<file path="src/hdl/crbd_pkg.sv">
// Shared types, constants and helpers for the corotational deformation block.
// No dependencies; every other file takes names from here by scope.
`default_nettype none

package crbd_pkg;

  localparam int XW  = 56;  // CORDIC x/y width (chord with 16 guard bits and gain)
  localparam int ZW  = 34;  // angle accumulator, Q.30 radians
  localparam int LCW = 37;  // axial chord component before guard shift

  localparam logic [1:0] REG_COS_THETA = 2'd0;
  localparam logic [1:0] REG_SIN_THETA = 2'd1;
  localparam logic [1:0] REG_INIT_LEN  = 2'd2;

  localparam logic [ZW-1:0] PI_Q30       = 34'd3373259426;
  localparam logic [29:0]   INV_GAIN_Q30 = 30'd652032874;

  localparam logic [31:0] ATAN_Q30 [32] = '{
    32'h3243F6A8, 32'h1DAC6705, 32'h0FADBAFC, 32'h07F56EA6, 32'h03FEAB76, 32'h01FFD55B,
    32'h00FFFAAA, 32'h007FFF55, 32'h003FFFEA, 32'h001FFFFD, 32'h000FFFFF, 32'h0007FFFF,
    32'h0003FFFF, 32'h0001FFFF, 32'h0000FFFF, 32'h00007FFF, 32'h00003FFF, 32'h00001FFF,
    32'h00000FFF, 32'h000007FF, 32'h000003FF, 32'h000001FF, 32'h000000FF, 32'h0000007F,
    32'h0000003F, 32'h0000001F, 32'h0000000F, 32'h00000008, 32'h00000004, 32'h00000002,
    32'h00000001, 32'h00000000
  };

  typedef struct packed {
    logic                 valid;
    logic                 zero;
    logic signed [XW-1:0] x;
    logic signed [XW-1:0] y;
    logic signed [ZW-1:0] z;
    logic signed [31:0]   rot_i;
    logic signed [31:0]   rot_j;
  } cord_t;

  typedef struct packed {
    logic                 valid;
    logic                 zero;
    logic [37:0]          len;
    logic signed [ZW-1:0] angle;
    logic signed [31:0]   rot_i;
    logic signed [31:0]   rot_j;
  } len_t;

  function automatic logic [31:0] sat32(input logic signed [39:0] v);
    logic [31:0] r;
    if (v > 40'sd2147483647) begin
      r = 32'h7FFF_FFFF;
    end else if (v < -40'sd2147483648) begin
      r = 32'h8000_0000;
    end else begin
      r = v[31:0];
    end
    return r;
  endfunction

endpackage

`default_nettype wire

</file>
<file path="src/hdl/crbd_scale.sv">
// Back end: gain-corrected chord length and rounded chord angle, two stages.
// Depends on crbd_pkg; fed by the last CORDIC cell.
`default_nettype none

module crbd_scale #(
  parameter int FRAC_BITS = 16
) (
  input  wire logic        clk,
  input  wire logic        rst_n,
  input  wire logic        en,
  input  crbd_pkg::cord_t  d,
  output crbd_pkg::len_t   q
);

  localparam int ZW = crbd_pkg::ZW;
  localparam int SH = 30 - FRAC_BITS;
  localparam logic signed [ZW-1:0] HALF = ZW'(64'sd1 <<< (SH - 1));

  logic                 v1_r, zero1_r;
  logic [50:0]          a_r;
  logic [62:0]          b_r;
  logic signed [ZW-1:0] ang1_r;
  logic signed [31:0]   ri1_r, rj1_r;
  logic signed [ZW-1:0] zr;
  logic [63:0]          lo;
  crbd_pkg::len_t       q_nxt;
  crbd_pkg::len_t       q_r;

  assign zr = (d.z + HALF) >>> SH;

  always_ff @(posedge clk) begin
    if (!rst_n) begin
      v1_r <= 1'b0;
    end else if (en) begin
      v1_r <= d.valid;
    end
    if (en) begin
      // split the 53-bit magnitude so each product stays narrow
      a_r     <= 51'(d.x[52:32]) * 51'(crbd_pkg::INV_GAIN_Q30);
      b_r     <= 63'(d.x[31:0]) * 63'(crbd_pkg::INV_GAIN_Q30) + (63'd1 << 45);
      ang1_r  <= zr;
      zero1_r <= d.zero;
      ri1_r   <= d.rot_i;
      rj1_r   <= d.rot_j;
    end
  end

  always_comb begin
    lo          = {18'b0, a_r[13:0], 32'b0} + 64'(b_r);
    q_nxt.valid = v1_r;
    q_nxt.zero  = zero1_r;
    q_nxt.rot_i = ri1_r;
    q_nxt.rot_j = rj1_r;
    if (zero1_r) begin
      q_nxt.len   = '0;
      q_nxt.angle = '0;
    end else begin
      q_nxt.len   = 38'(a_r[50:14]) + 38'(lo[63:46]);
      q_nxt.angle = ang1_r;
    end
  end

  always_ff @(posedge clk) begin
    if (!rst_n) begin
      q_r.valid <= 1'b0;
    end else if (en) begin
      q_r <= q_nxt;
    end
  end

  assign q = q_r;

endmodule

`default_nettype wire

</file>
<file path="config.mk">
export PLATFORM = sky130hd
export DESIGN_NAME = crbd_scale
export DESIGN_NICKNAME = d
export VERILOG_FILES = /design/src/hdl/crbd_pkg.sv /design/src/hdl/crbd_scale.sv
export SDC_FILE = /design/constraint.sdc
export NUM_CORES = 2
export LEC_CHECK = 0
export BUFFER_PORTS_ARGS = -buffer_cell sky130_fd_sc_hd__buf_2
export CORE_MARGIN = 1.5
export CORE_UTILIZATION = 45
export CTS_CLUSTER_SIZE = 16
export DETAILED_ROUTE_END_ITERATION = 10
export PLACE_DENSITY = 0.73
export SLEW_MARGIN = 20
export SYNTH_ARGS = -nofsm -noshare
export SYNTH_HDL_FRONTEND = slang
export SYNTH_SLANG_ARGS = --single-unit
export TNS_END_PERCENT = 100
</file>
<file path="constraint.sdc">
create_clock -name clk -period 26.6 [get_ports clk]
set_input_delay 3.99 -clock clk [delete_from_list [all_inputs] [get_ports clk]]
set_output_delay 3.99 -clock clk [all_outputs]
set_load 0.02 [all_outputs]
</file>
After elaboration in Yosys (flattened, before gate mapping)
Cells that the tools add are included.
{"block": "totals", "romBits": 0, "word_cells": 20, "regBits": 323, "in_bits": 215, "latch_bits": 0, "ramBits": 0, "output_inout_bits": 138, "n_memories": 0}
{"block": "op_classes", "n_div": 0, "addsub": 4, "n_lt_le_gt_ge": 0, "mul": 2, "eq_ne": 0, "reduce_logical": 1, "n_shift": 0, "n_mux": 0, "n_bitwise": 0}
{"op": "$add 46x63->64", "n": 1}
{"op": "$add 62x46->63 const B", "n": 1}
{"op": "$mul 32x29->61 const B", "n": 1}
{"op": "$mul 21x29->50 const B", "n": 1}
{"op": "$add 37x18->38", "n": 1}
{"op": "$add 34x15->34 const B", "n": 1}
{"op": "$reduce_and 2->1", "n": 1}

Depth between registers and ports, before layout
{"block": "logic_depth", "ltp_word": 2, "ltp_mapped": 30, "depth_no_buf": 30}

Least setup slack after synthesis
Ideal clock, no wire load.
{"block": "synth_path", "kind": "input port to flip-flop", "from": "input port d[166] (netlist name)", "to": "register b_r[59], data pin", "setup_time_ps": 261, "cell_stages": 30, "t_required_ps": 26339, "t_arrival_ps": 11766, "n_path_buf": 0, "path_slack_ps": 14573, "cell_sequence": "inv_1 > fa_1 > fa_1 > inv_1 > fa_1 > inv_1 > fa_1 > inv_1 > fa_1 > fa_1 > fa_1 > inv_1 > fa_1 > inv_1 > ha_1 > nand4_2 > or2_4 > or3_1 > o211ai_2 > a41oi_2 > o41ai_2 > xor2_2 > ha_1 > inv_1 > nor4_1 > nand4_2 > nor4_2 > mux2i_1 > nand3_1 > xor2_1"}
{"block": "synth_via", "elab_chain_cells": 2}
{"item": "start: declaration", "line_no": "crbd_scale.sv:11", "rtl": "input crbd_pkg::cord_t d,"}
{"item": "$mul 32x29->61", "line_no": "crbd_scale.sv:40", "rtl": "b_r <= 63'(d.x[31:0]) * 63'(crbd_pkg::INV_GAIN_Q30) + (63'd1 << 45);"}
{"item": "$add 62x46->63", "line_no": "crbd_scale.sv:40"}
{"item": "end signal: assignment", "line_no": "crbd_scale.sv:40"}
{"item": "end: declaration", "line_no": "crbd_scale.sv:21", "rtl": "logic [62:0] b_r;"}
Every way passes these cells.
A chain may end at the register's enable or synchronous reset.

Final worst setup path
{"block": "layout_path", "from": "input port d[161] (netlist name)", "to": "register b_r[55], data pin"}
Same word-level chain as after synthesis.

==> flow_metrics.tcl <==
set metrics [dict create \
    syn_nets 5163 \
    die_w_um 303.1 \
    clock_skew_ns 0.01700 \
    coreArea_um2 88780 \
    root_buffer "clkbuf_16" \
    synthDistinctLibCells 79 \
    timing.final.hold_violations 0 \
    tightest_slew_ns 1.164 \
    drc 0 \
    drive_above_1_share_pct 8.830 \
    numCtsBuffers 27 \
    cp-end-kind "flip-flop" \
    routed_wirelength_mm 96.23 \
    rr_worst_depth 23 \
    port_buffers 280 \
    dieArea_um2 91900 \
    outcome "complete, no violations" \
    wl_per_cell_um 18.86 \
    crit_path_max_fanout 7 \
    final_antenna_net_count 0 \
    cap_violations 0 \
    yosysSeqAreaShare_pct 21.43 \
    num_rows 109 \
    ys_seq_elements 290 \
    async_flop_share_pct 0 \
    setup_tns_ns 0 \
    path_class "in -> reg" \
    cp_common_cell "fa_1" \
    grt_pass1_vias 26910 \
    finalMaxSlewViolations 0 \
    slowest_stage "nor4_1" \
    grt_start_max_net_pins 80 \
    max_freq_ghz 0.07548 \
    start_kind "primary input" \
    synthToLayoutAreaGrowth_pct 8.747 \
    grt_pass1_wl_mm 149.3 \
    drtIter0Drc 1741 \
    rsz0062_at_grt "false" \
    synthCells 3642 \
    cts_hold_buffers 0 \
    grt_overflow_total 0 \
    stdcell_count 5102 \
    crit_family "adder cells" \
    crit_path_max_incr_delay_ns 0.62 \
    place_congestion 0.9655 \
    hp-class "reg -> reg" \
    vias 25740 \
    most-common-layout-cells "inv_1, fa_1, ha_1" \
    insertion_delay_ns 0.54 \
    antenna_found_initial 14 \
    cp.depth 31 \
    cts_buffer_depth 3 \
    layout_commonest_cell "inv_1" \
    cp.required_ns 26.86 \
    arrival_ns 13.51 \
    regArea_um2 8688 \
    whs_path_depth 0 \
    setup_viol 0 \
    via_per_inst 5.046 \
    synth_area_per_cell_um2 11.13 \
    synth-edff-count 288 \
    grt_util_all_layers_pct 21.35 \
    multiInputGateArea_um2 27630 \
    synth_area_um2 40540 \
    htreeDepth 1 \
    cts_setup_buffers 0 \
    placed_cells 5047 \
    nets 5432 \
    cts_tree "done" \
    die_h_um 303.1 \
    yosys_warnings 0 \
    fin_crit_ns 13.25 \
    drt_first_pass_iters 5 \
    clk_pin_slew_ns 0.07 \
    synth-main-ff-cell "edfxtp_1" \
    hpwl_mm 85.07 \
    ctsResizeCount 0 \
    finalCritPeriodShare_pct 49.81 \
    clock-sinks 290 \
    slew_headroom_pct 21.80 \
    crit_buf_inv 8 \
    start_util_pct 45.66 \
    fillers 7855 \
    io_pins 353 \
]
[layer usage]
| layer | vias up | share of wire [%] | track usage (%) |
|---|---|---|---|
| met5 | - | 0.020 | 0 |
| met4 | 2 | 2.5 | 5.484 |
| met3 | 109 | 6.8 | 2.906 |
| met2 | 808 | 46 | 34.73 |
| met1 | 12760 | 44 | 30.16 |
| li1 | 12060 | - | - |
[layout make-up]
| type | instances | share of cell area [%] |
|---|---|---|
| diodes | 7 | 0.03973 |
| inverters | 1067 | 9.085 |
| clock buffers | 30 | 1.558 |
| clock inverters | 18 | 0.3661 |
| repair buffers | 284 | 3.261 |
| multi-input cells | 2241 | 62.68 |
| well taps | 1165 | 3.306 |
| flip-flops and latches | 290 | 19.71 |
[stage by stage]
step	hold WS [ns]	utilization, %	setup slack (ns)	cell area (µm²)
after floorplan	0.4003	-	14.57	40540
after global placement	0.4002	48.68	12.96	43220
after detailed placement	0.4045	48.68	12.90	43220
after CTS	0.4070	49.63	13.43	44070
after global routing	0.4175	49.65	12.77	44080
final	0.4129	49.65	13.35	44080
[worst paths after layout]
kind                   from  endpoint  slack, ns
setup reg to reg    b_r[34]    q[120]      20.70
setup / recovery     d[161]   b_r[55]      13.35
hold reg to reg   ri1_r[26]     q[58]       0.41
hold / removal    ri1_r[26]     q[58]       0.41
[cell usage after synthesis (11+ instances only)]
cell type | count | area share, %
o21bai_1 | 21 | 0.39
a21o_1 | 53 | 0.98
nand4_1 | 27 | 0.42
and2_1 | 12 | 0.19
xor2_1 | 58 | 1.3
nor2b_1 | 37 | 0.57
clkbuf_1 | 30 | 0.28
nand2b_1 | 11 | 0.17
a21oi_1 | 117 | 1.4
nand3_1 | 40 | 0.49
buf_4 | 14 | 0.26
xnor2_1 | 92 | 2.0
o21ai_0 | 61 | 0.75
ha_1 | 590 | 18
nor2_1 | 100 | 0.93
nor3_1 | 30 | 0.37
o211ai_1 | 16 | 0.30
and3_1 | 21 | 0.32
edfxtp_1 | 288 | 21
inv_1 | 1067 | 9.9
fa_1 | 716 | 35
nand2_1 | 84 | 0.78
a31oi_1 | 12 | 0.19
[state kept, by name, indices dropped and copies added, names as in the netlist]
signal / count
b_r: 30
ang1_r: 20
v1_r: 1
ri1_r: 32
a_r: 50
q: 124
zero1_r: 1
rj1_r: 32
[cells by family (layout without fill, tap and decap cells)]
family	count (synthesis)	count (layout)	share of synthesized area, %
other	0	7	0
DFF	290	290	21.43
and+or+nand+nor	419	419	5.392
AOI/OAI and AO/OA	361	361	5.812
xor gates and xnor gates	151	151	3.281
muxes	4	4	0.09877
buffers and inverters	1111	1399	10.42
adders and majority gates	1306	1306	53.57
Power is not shown: default switching activity piles up to over one toggle a cycle in this logic, so the estimate is an artifact.
